`src/rtl/core/modular_exponentiation_top_defines.svh`:
```
// Assertion macros for the modular exponentiation block.
// Included by modular_exponentiation_top; depends on nothing else.
`ifndef MODULAR_EXPONENTIATION_TOP_DEFINES_SVH
`define MODULAR_EXPONENTIATION_TOP_DEFINES_SVH

// Same-cycle implication, disabled during reset.
`define ME_ASSERT_NOW(label, clk, rst_n, ante, cons) \
    label: assert property (@(posedge clk) disable iff (!(rst_n)) (ante) |-> (cons)) \
        else $error("modexp assertion failed");

// Next-cycle implication, disabled during reset.
`define ME_ASSERT_NEXT(label, clk, rst_n, ante, cons) \
    label: assert property (@(posedge clk) disable iff (!(rst_n)) (ante) |=> (cons)) \
        else $error("modexp assertion failed");

`endif

```
`src/rtl/core/modexp_pkg.sv`:
```
// Package for the modular exponentiation block: widths, register indexes, state type.
// Used by modular_exponentiation_top; depends on nothing.
package modexp_pkg;

    localparam int DEF_WIDTH  = 32;
    localparam int FIELD_W    = 32;
    localparam int CFG_ADDR_W = 1;

    localparam logic [CFG_ADDR_W-1:0] REG_EXPONENT = 1'b0;
    localparam logic [CFG_ADDR_W-1:0] REG_MODULUS  = 1'b1;

    typedef enum logic [2:0] {
        S_IDLE,
        S_RED,
        S_MUL,
        S_SQR,
        S_DONE
    } t_state;

endpackage

```
`src/rtl/core/modular_exponentiation_top.sv`:
```
// Channel      | Dir | Handshake               | Payload
// s_axis       | in  | s_axis_tvalid/tready    | tdata[31:0] = base
// m_axis       | out | m_axis_tvalid/tready    | tdata[31:0] = power_mod
// cfg          | in  | i_cfg_wen               | i_cfg_addr (0 exponent, 1 modulus), i_cfg_wdata
//
// One shared bit-serial modular multiplier does all work, one multiplier bit per cycle.
// A transaction reduces the base mod the modulus, then scans the exponent from its low bit:
// a multiply into the result for each set bit, a squaring before each higher bit.
// Exponent or modulus zero: straight to S_DONE; the result posts once the output is free.
// Synchronous active-low reset clears control state; config registers reset to 1.
// A result waits in the output register while the next transaction is accepted.
// Depends on modexp_pkg and modular_exponentiation_top_defines.svh.
`include "modular_exponentiation_top_defines.svh"

module modular_exponentiation_top #(
    parameter int WIDTH = modexp_pkg::DEF_WIDTH
) (
    input  logic                                i_clk,
    input  logic                                i_rst_n,
    input  logic                                i_cfg_wen,
    input  logic [modexp_pkg::CFG_ADDR_W-1:0]   i_cfg_addr,
    input  logic [modexp_pkg::FIELD_W-1:0]      i_cfg_wdata,
    input  logic                                s_axis_tvalid,
    output logic                                s_axis_tready,
    input  logic [modexp_pkg::FIELD_W-1:0]      s_axis_tdata,   // [31:0] base
    output logic                                m_axis_tvalid,
    input  logic                                m_axis_tready,
    output logic [modexp_pkg::FIELD_W-1:0]      m_axis_tdata    // [31:0] power_mod
);

    localparam int VW = (WIDTH < modexp_pkg::FIELD_W) ? WIDTH : modexp_pkg::FIELD_W;
    localparam int CW = $clog2(VW);

    modexp_pkg::t_state r_state, n_state;

    logic [VW-1:0] r_exponent, r_modulus;
    logic [VW-1:0] r_exp, n_exp;
    logic [VW-1:0] r_sh, n_sh;
    logic [VW-1:0] r_acc, n_acc;
    logic [VW-1:0] r_res, n_res;
    logic [VW-1:0] r_sq, n_sq;
    logic [VW-1:0] r_out, n_out;
    logic          r_ovld, n_ovld;
    logic [CW-1:0] r_cnt, n_cnt;

    logic          in_acc;
    logic          out_free;
    logic          last;
    logic [VW-1:0] op_a;
    logic [VW-1:0] addend;
    logic [VW+1:0] t_sum, t_m1, t_m2;
    logic [VW-1:0] acc_nx;

    assign s_axis_tready = (r_state == modexp_pkg::S_IDLE);
    assign in_acc        = s_axis_tvalid && s_axis_tready;
    assign out_free      = !r_ovld || m_axis_tready;
    assign last          = (r_cnt == '0);
    assign m_axis_tvalid = r_ovld;
    assign m_axis_tdata  = modexp_pkg::FIELD_W'(r_out);

    // acc' = (2*acc + addend) mod m, addend <= m so the sum stays below 3m
    assign op_a   = (r_state == modexp_pkg::S_MUL) ? r_res : r_sq;
    assign addend = (r_state == modexp_pkg::S_RED) ? VW'(r_sh[VW-1]) :
                    (r_sh[VW-1] ? op_a : '0);
    assign t_sum  = {1'b0, r_acc, 1'b0} + {2'b00, addend};
    assign t_m1   = {2'b00, r_modulus};
    assign t_m2   = {1'b0, r_modulus, 1'b0};

    always_comb begin
        if (t_sum >= t_m2) begin
            acc_nx = VW'(t_sum - t_m2);
        end else if (t_sum >= t_m1) begin
            acc_nx = VW'(t_sum - t_m1);
        end else begin
            acc_nx = t_sum[VW-1:0];
        end
    end

    always_comb begin
        n_state = r_state;
        unique case (r_state)
            modexp_pkg::S_IDLE: begin
                if (in_acc) begin
                    if (r_exponent == '0 || r_modulus == '0) begin
                        n_state = modexp_pkg::S_DONE;
                    end else begin
                        n_state = modexp_pkg::S_RED;
                    end
                end
            end
            modexp_pkg::S_RED: begin
                if (last) begin
                    n_state = r_exp[0] ? modexp_pkg::S_MUL : modexp_pkg::S_SQR;
                end
            end
            modexp_pkg::S_MUL: begin
                if (last) begin
                    n_state = (r_exp[VW-1:1] == '0) ? modexp_pkg::S_DONE : modexp_pkg::S_SQR;
                end
            end
            modexp_pkg::S_SQR: begin
                if (last) begin
                    n_state = r_exp[1] ? modexp_pkg::S_MUL : modexp_pkg::S_SQR;
                end
            end
            modexp_pkg::S_DONE: begin
                if (out_free) begin
                    n_state = modexp_pkg::S_IDLE;
                end
            end
            default: n_state = modexp_pkg::S_IDLE;
        endcase
    end

    always_comb begin
        n_exp  = r_exp;
        n_sh   = r_sh;
        n_acc  = r_acc;
        n_res  = r_res;
        n_sq   = r_sq;
        n_cnt  = r_cnt;
        n_out  = r_out;
        n_ovld = r_ovld;
        if (r_ovld && m_axis_tready) begin
            n_ovld = 1'b0;
        end
        unique case (r_state)
            modexp_pkg::S_IDLE: begin
                if (in_acc) begin
                    n_sh  = s_axis_tdata[VW-1:0];
                    n_exp = r_exponent;
                    n_acc = '0;
                    n_cnt = CW'(VW - 1);
                    if (r_exponent == '0) begin
                        n_res = VW'(1);
                    end else if (r_modulus <= VW'(1)) begin
                        n_res = '0;
                    end else begin
                        n_res = VW'(1);
                    end
                end
            end
            modexp_pkg::S_RED, modexp_pkg::S_MUL, modexp_pkg::S_SQR: begin
                n_acc = acc_nx;
                n_sh  = r_sh << 1;
                n_cnt = r_cnt - CW'(1);
                if (last) begin
                    n_acc = '0;
                    n_cnt = CW'(VW - 1);
                    if (r_state == modexp_pkg::S_MUL) begin
                        n_res = acc_nx;
                        n_sh  = r_sq;
                    end else begin
                        n_sq = acc_nx;
                        n_sh = acc_nx;
                        if (r_state == modexp_pkg::S_SQR) begin
                            n_exp = r_exp >> 1;
                        end
                    end
                end
            end
            modexp_pkg::S_DONE: begin
                if (out_free) begin
                    n_out  = r_res;
                    n_ovld = 1'b1;
                end
            end
            default: ;
        endcase
    end

    always_ff @(posedge i_clk) begin
        if (!i_rst_n) begin
            r_state    <= modexp_pkg::S_IDLE;
            r_ovld     <= 1'b0;
            r_exponent <= VW'(1);
            r_modulus  <= VW'(1);
        end else begin
            r_state <= n_state;
            r_ovld  <= n_ovld;
            if (i_cfg_wen) begin
                unique case (i_cfg_addr)
                    modexp_pkg::REG_EXPONENT: r_exponent <= i_cfg_wdata[VW-1:0];
                    modexp_pkg::REG_MODULUS:  r_modulus  <= i_cfg_wdata[VW-1:0];
                    default: ;
                endcase
            end
        end
    end

    always_ff @(posedge i_clk) begin
        r_exp <= n_exp;
        r_sh  <= n_sh;
        r_acc <= n_acc;
        r_res <= n_res;
        r_sq  <= n_sq;
        r_cnt <= n_cnt;
        r_out <= n_out;
    end

    `ME_ASSERT_NOW(a_acc_reduced, i_clk, i_rst_n,
        (r_state == modexp_pkg::S_RED || r_state == modexp_pkg::S_MUL ||
         r_state == modexp_pkg::S_SQR),
        (r_acc < r_modulus))
    `ME_ASSERT_NOW(a_operands_reduced, i_clk, i_rst_n,
        (r_state == modexp_pkg::S_MUL || r_state == modexp_pkg::S_SQR),
        (r_res < r_modulus && r_sq < r_modulus))
    `ME_ASSERT_NEXT(a_accept_starts, i_clk, i_rst_n, in_acc,
        (r_state != modexp_pkg::S_IDLE))
    `ME_ASSERT_NEXT(a_done_posts, i_clk, i_rst_n,
        (r_state == modexp_pkg::S_DONE && out_free),
        (r_ovld && r_state == modexp_pkg::S_IDLE))

endmodule

```
`config.mk`:
```
export PLATFORM = sky130hd
export DESIGN_NAME = modular_exponentiation_top
export DESIGN_NICKNAME = d
export VERILOG_FILES = /design/src/rtl/core/modexp_pkg.sv /design/src/rtl/core/modular_exponentiation_top.sv
export VERILOG_INCLUDE_DIRS = /design/src /design/src/rtl/core
export SDC_FILE = /design/constraint.sdc
export NUM_CORES = 1
export LEC_CHECK = 0
export ABC_AREA = 1
export BUFFER_PORTS_ARGS = -buffer_cell sky130_fd_sc_hd__buf_2
export CAP_MARGIN = 20
export CORE_UTILIZATION = 55
export DETAILED_ROUTE_END_ITERATION = 6
export GPL_TIMING_DRIVEN = 0
export MAX_ROUTING_LAYER = met4
export PLACE_DENSITY_LB_ADDON = 0.15
export SLEW_MARGIN = 5
export SYNTH_ARGS = -nofsm -noshare
export SYNTH_HDL_FRONTEND = slang
export SYNTH_SLANG_ARGS = --single-unit
```
`constraint.sdc`:
```
create_clock -name i_clk -period 8.24 [get_ports i_clk]
set_input_delay 0.412 -clock i_clk [delete_from_list [all_inputs] [get_ports i_clk]]
set_output_delay 0.412 -clock i_clk [all_outputs]
set_load 0.005 [all_outputs]
```
==> qor.yml, run 1 <==
ys_ff_latch: 265
place_hpwl_um: 55400
wl_um: 66900
finalClockSkew_ns: 0.0137
max_stage_delay_ns: 0.68
yosys.area_share.xor_xnor_pct: 2.87
dieArea_um2: 35100
synth-simple-area-share_pct: 30.7
core-area_um2: 33700
cts_setup_buffers: 0
slew_headroom_pct: 26.6
grt_max_degree: 42
cts.path.max_buffers: 3
grt_setup_unrepaired: "false"
synth-compound-area-share_pct: 11.2
synth-edff-count: 197
setup-violations-final: 0
final_cell_mix: "nand2_1, inv_1, nor2_1"
synth_cells: 2570
vias: 18211
max_cap_violations: 0
cts.sinks: 265
dr.first_iter.drc_count: 1682
fmax_mhz: 143
syn_nets: 2739
numCtsBuffers: 27
hold_viol: 0
cp.arrival_ns: 7.29
final_core_util_pct: 62.2
register_area_um2: 7280
fillers: 3029
wire_per_inst_um: 21.1
portBuffers: 102
io_pins: 104
ctsHoldBuffers: 0
yosysUniqueCellTypes: 52
ctsResizeCount: 0
rows: 67
start_util_pct: 56.1
multi_input_area_um2: 9760
globalplace.congestion: 1.04
timing.critical_path.mode_cell: "nand2_1"
first_pass_iters: 6
ant_nets: 0
min_period_over_period_pct: 84.6
worst_setup_path_start_kind: "register"
finalInstanceArea_um2: 21000
crit_fanout: 10
min_period_ns: 6.97
cp.required_ns: 8.55
die_x_um: 187
grt-ovfl-total: 0
end_kind: "register"
worst-setup-path-type: "reg2reg"
nets: 2876
grt_pass1_vias: 17889
final_common_cell: "nand2_1"
ys_async_sr_fraction_pct: 0
slew_viol_final: 0
synth_adder_area_share_pct: 6.67
worstMarginPinSlew_ns: 1.09
placed_area_um2: 20100
cts_tree: "yes"
hold_class: "in2reg"
synth_top_family_by_area: "simple AND/OR/NAND/NOR gates"
antenna_cells: 0
vias_per_cell: 5.73
syn_avg_cell_area_um2: 7.35
insertion_delay_ns: 0.58
r2r_cells: 31
cpMaxStageDelayCell: "clkbuf_1"
synth-seq-area-share_pct: 38.5
netlist_area_um2: 18900
dieHeight_um: 187
htree_levels: 1
drc: 0
cts-root-buf: "clkbuf_16"
yosysWarnings: 0
grt_pass1_wl_um: 102000
synth_ff_type: "edfxtp_1"
antenna_found_initial: 0
grt_use_total_pct: 39.3
min_path_cells: 3
areaGrowthSynthToFinish_pct: 11.0
clk_pin_slew_ns: 0.06
status: "finished clean"
synthMuxAreaShare_pct: 0
drive_gt1_share_pct: 10.1
## cell families (layout without fill, tap and decap cells)
group	after synthesis	after routing
buffers and inverters	474	632
AOI/OAI and AO/OA	363	363
xor gates and xnor gates	62	62
DFF	265	265
and+or+nand+nor	1307	1307
adders and majority gates	99	99
## final timing paths
path / startpoint / to / slack [ns]
setup / recovery: r_state[0] / r_sh[2] / 1.27
hold / removal: i_cfg_wdata[2] / r_exponent[2] / 0.08
setup reg to reg: r_state[0] / r_sh[2] / 1.27
hold reg to reg: r_res[4] / m_axis_tdata[4] / 0.45
## per-stage QoR
stage	hold slack, ns	setup TNS [ns]	setup slack (ns)	std cells
final	0.0849	0	1.27	3176
after global placement	0.433	-16.12	-0.269	3120
after CTS	0.0631	0	1.46	3176
after global routing	0.0999	0	1.03	3176
after detailed placement	0.436	0	1.52	3126
after floorplan	0.427	0	1.97	2570
## area by class of cell
type	count	share of cell area, %
Tap cell	448	2.67
Multi-Input combinational cell	1831	46.5
Clock inverter	8	0.394
Timing Repair Buffer	108	2.89
Clock buffer	42	3.79
Inverter	402	7.19
Buffer	72	1.84
Sequential cell	265	34.7
## critical path, delay by kind of cell, from the launching register on
kind | cells | cell delay, ns
adder cells (fa/ha/maj) | 2 | 0.63
flip-flops | 1 | 0.48
buffers and inverters | 6 | 1.64
AND/OR/NAND/NOR | 21 | 3.55
AO/OA/AOI/OAI | 2 | 0.39
## per-layer routing
layer  vias to the layer above  track usage, %  part of all wire [%]
li1                       8677               -                     -
met1                      8468            49.6                    41
met2                       924            64.8                    48
met3                       142            4.50                   7.9
met4                         0            14.5                   3.9
met5                         -               -                     0
## sequential cells by signal (all words and copies together), names as in the netlist
| name | cells |
|---|---|
| m_axis_tvalid | 1 |
| r_sh | 32 |
| r_res | 32 |
| r_acc | 32 |
| r_cnt | 5 |
| m_axis_tdata | 32 |
| r_state | 3 |
| r_exponent | 32 |
| r_modulus | 32 |
| r_sq | 32 |
| r_exp | 32 |
## synth_stat cells, types with 8 or more instances
cell | instances | area share [%]
a211oi_1 | 31 | 1.2
a21oi_1 | 139 | 3.7
a22o_1 | 32 | 1.5
and2_1 | 35 | 1.2
and2_4 | 16 | 0.74
clkbuf_1 | 46 | 0.91
dfxtp_1 | 68 | 7.2
edfxtp_1 | 197 | 31
ha_1 | 96 | 6.4
inv_1 | 395 | 7.8
nand2_1 | 651 | 13
nand2_2 | 17 | 0.56
nand3_1 | 194 | 5.1
nand3_2 | 13 | 0.69
nand3b_1 | 8 | 0.32
nand4_1 | 31 | 1.0
nor2_1 | 249 | 4.9
nor2_2 | 33 | 1.1
nor3_1 | 20 | 0.53
nor4_1 | 25 | 0.83
o21ai_0 | 124 | 3.3
o21bai_1 | 13 | 0.52
xnor2_1 | 23 | 1.1
xor2_1 | 39 | 1.8
Power of run 1 is not shown: default switching activity piles up to over one toggle a cycle in this logic, so the estimate is an artifact.
==> run 2, diff against run 1 <==
--- a/config.mk
+++ b/config.mk
@@ -6,7 +6,7 @@
 export SDC_FILE = /design/constraint.sdc
 export NUM_CORES = 1
 export LEC_CHECK = 0
-export ABC_AREA = 1
+export ABC_AREA = 0
 export BUFFER_PORTS_ARGS = -buffer_cell sky130_fd_sc_hd__buf_2
 export CAP_MARGIN = 20
 export CORE_UTILIZATION = 55
==> constraint.sdc (replaced) <==
create_clock -name i_clk -period 6.5 [get_ports i_clk]
set_input_delay 0.325 -clock i_clk [delete_from_list [all_inputs] [get_ports i_clk]]
set_output_delay 0.325 -clock i_clk [all_outputs]
set_load 0.005 [all_outputs]
==> run 2 against run 1 <==
Effect of this change:
- the run now ends with DRC, setup timing left
- non-clock buffer count grew 108
- wire length shrank 3.9%
- synthesized cell count shrank 23%
- sequential share of layout area shrank 0.70 points
- synthesized area shrank 8.6%
- die area shrank 8.5%
- cell count shrank 18%
- highest routed layer unchanged
==> qor.yml, run 2 <==
fin_ws_ns: -0.156  # -1.42 ns
dp_cells: 2481  # -21%
grt-ovfl-total: 0  # unchanged
first_pass_iters: 7  # +1
status: "finished with violations"
min_period_ns: 6.66  # -0.317 ns
finalNonFillerCells: 2611  # -18%
vias_per_cell: 6.55  # +14%
io_pins: 104  # unchanged
vias: 17102  # -6.1%
wl_um: 64300  # -3.9%
grt_pass1_wl_um: 91900  # -9.6%
drive_gt1_share_pct: 21.5  # +11 points
die_x_um: 179  # -4.4%
synth-edff-count: 197  # unchanged
r2r_cells: 25  # -19%
use_met2_pct: 60.8  # -4.1 points
r2r-start: "r_state[1]"
min_path_cells: 3  # unchanged
wire_per_inst_um: 24.6  # +17%
htree_levels: 1  # unchanged
ff2ff_setup_slack_ns: -0.16  # -1.42 ns
globalplace.congestion: 1.04  # +0.53%
dr.first_iter.drc_count: 2135  # +27%
synth_cells: 1979  # -23%
grt_use_total_pct: 39.9  # +0.69 points
cp.required_ns: 6.76  # -1.79 ns
worst_setup_path_start_kind: "register"
finalClockSkew_ns: 0.0168  # +0.00309 ns
rows: 64  # -4.5%
slew_headroom_pct: 41.0  # +14 points
crit_fanout: 10  # unchanged
syn_avg_cell_area_um2: 8.73  # +19%
worst-setup-path-type: "reg2reg"
hold_viol: 0  # unchanged
ys_top_cells_by_count: "nand2_1, edfxtp_1, nor2_1"
setup-violations-final: 9  # +9
synth_top_area_share_pct: 34.2  # +2.9 points
drc: 28  # +28
end_kind: "register"
grt_use_met3_pct: 5.56  # +1.1 points
ys_ff_latch: 265  # unchanged
place_hpwl_um: 47700  # -14%
antenna_cells: 0  # unchanged
synth.most_common_cell: "nand2_1"
cts.path.max_buffers: 3  # unchanged
busiest_layer: "met2"
yosysUniqueCellTypes: 77  # +48%
max_cap_violations: 0  # unchanged
core-area_um2: 30700  # -8.8%
ant_nets: 0  # unchanged
portBuffers: 102  # unchanged
grt_max_degree: 33  # -21%
ys_async_sr_fraction_pct: 0  # unchanged
syn_nets: 2148  # -22%
final_common_cell: "nand2_1"
start_util_pct: 56.2  # +0.091 points
min_period_over_period_pct: 102  # +18 points
final_core_util_pct: 69.7  # +7.4 points
insertion_delay_ns: 0.57  # about the same
hold_class: "in2reg"
fmax_mhz: 150  # +4.8%
nets: 2361  # -18%
cts_tree: "yes"
slew_viol_final: 0  # unchanged
yosys-top-cells-area: "edfxtp_1, nand2_1, dfxtp_1"
areaGrowthSynthToFinish_pct: 24.1
netlist_area_um2: 17300  # -8.6%
register_area_um2: 7280  # +0.10%
min_from: "i_cfg_wdata[3]"
r2r_end: "r_sh[12]"
yosysWarnings: 0  # unchanged
synth_ff_type: "edfxtp_1"
multi_input_area_um2: 10500  # +7.3%
violations: "DRC, setup timing"
antenna_found_initial: 0  # unchanged
clk_pin_slew_ns: 0.06  # about the same
cp.arrival_ns: 6.92  # -0.37 ns
cts.sinks: 265  # unchanged
final_cell_mix: "nand2_1, edfxtp_1, nor2_1"
dieArea_um2: 32100  # -8.5%
grt_pass1_vias: 15337  # -14%
min_to: "r_exponent[3]"
grtUsageMet1_pct: 51.5  # +1.9 points
cts-root-buf: "clkbuf_16"
fillers: 2453  # -19%
worstMarginPinSlew_ns: 0.885  # -0.205 ns
dieHeight_um: 179  # -4.4%
synth-seq-area-share_pct: 42.1  # +3.6 points
numCtsBuffers: 29  # +7.4%
yosysTopAreaCell: "edfxtp_1"
[run 2: changes by cell type after synthesis, moves of 29 or more]
cell and delta:
a21boi_0 +65, a21o_1 +46, a22o_1 -30, and3_1 +29, clkbuf_1 +38, inv_1 -325, nand2_1 -249, nand3_1 -167
nor2_1 -86, nor2_2 -33, o21ai_0 -38
[run 2: what timing repair did]
action | CTS | global route
pin swaps | 49 | 65
hold buffers | 1 | 0
gates cloned | 1 | 0
setup buffers | 42 | 50
setup endpoints to repair | 128 | 127
resized for setup | 203 | 112
endpoints found under the hold margin | 1 | 0
[run 2: metrics by stage]
stage                     TNS [ns]  cell area [um2]  worst slack, ns  hold slack [ns]
final                       -0.342            21400           -0.156           0.0233
after global routing         -3.33            21400           -0.137           0.0248
after CTS                        0            20500          0.00403           0.0193
after detailed placement   -383.75            18400            -3.50            0.434
after global placement     -512.06            18300            -3.33            0.432
after floorplan                  0            17300           0.0500            0.426
[run 2: final cells by class]
type | count | area share (%)
multi-input cells | 1538 | 48.8
flip-flops and latches | 265 | 34.0
repair buffers | 200 | 6.35
clock buffers | 40 | 3.74
plain buffers | 88 | 2.81
well taps | 396 | 2.31
inverters | 70 | 1.23
clock inverters | 14 | 0.724
[run 2: how the worst max path moves through the flow]
stage                          end       start
after CTS                 r_sh[13]  r_state[0]
after global routing      r_sh[12]  r_state[1]
after global placement    r_sh[14]  r_state[0]
after detailed placement  r_sh[14]  r_state[0]
after floorplan           r_sh[28]  r_state[0]
final                     r_sh[12]  r_state[1]
[run 2: worst max-delay path: stages (launching register included)]
cell	delay [ns]
dfxtp_1	0.34
clkbuf_8	0.19
nand2b_1	0.19
o21ai_4	0.29
buf_2	0.37
a21oi_1	0.09
ha_1	0.42
nand4_1	0.24
o21bai_2	0.31
nor2_4	0.09
a2111oi_4	0.41
o21a_2	0.23
nor4bb_1	0.07
a211o_2	0.41
ha_1	0.35
and2_1	0.17
nand3_1	0.17
nor2_2	0.08
a221o_1	0.41
nand3_4	0.14
o211a_1	0.17
buf_6	0.12
buf_12	0.14
nor2_1	0.07
o211ai_1	0.67
nand3_1	0.18
[run 2: logic make-up (layout without fill, tap and decap cells)]
family	count (synthesis)	count (layout)	synth area share, %
simple gates	781	781	19.9
compound gates	566	566	21.8
flops	265	265	42.1
buf+inv	176	412	4.00
fa+ha+maj	99	99	7.30
xor+xnor	77	77	3.90
mux	15	15	0.985
[run 2: metal layers]
metal  share of wire [%]  vias to the layer above
met2                  44                     1133
met3                 9.9                      217
met1                  39                     8140
met5                   0                        -
met4                 6.8                        0
li1                    -                     7612
Power of run 2 is left out for the same reason.
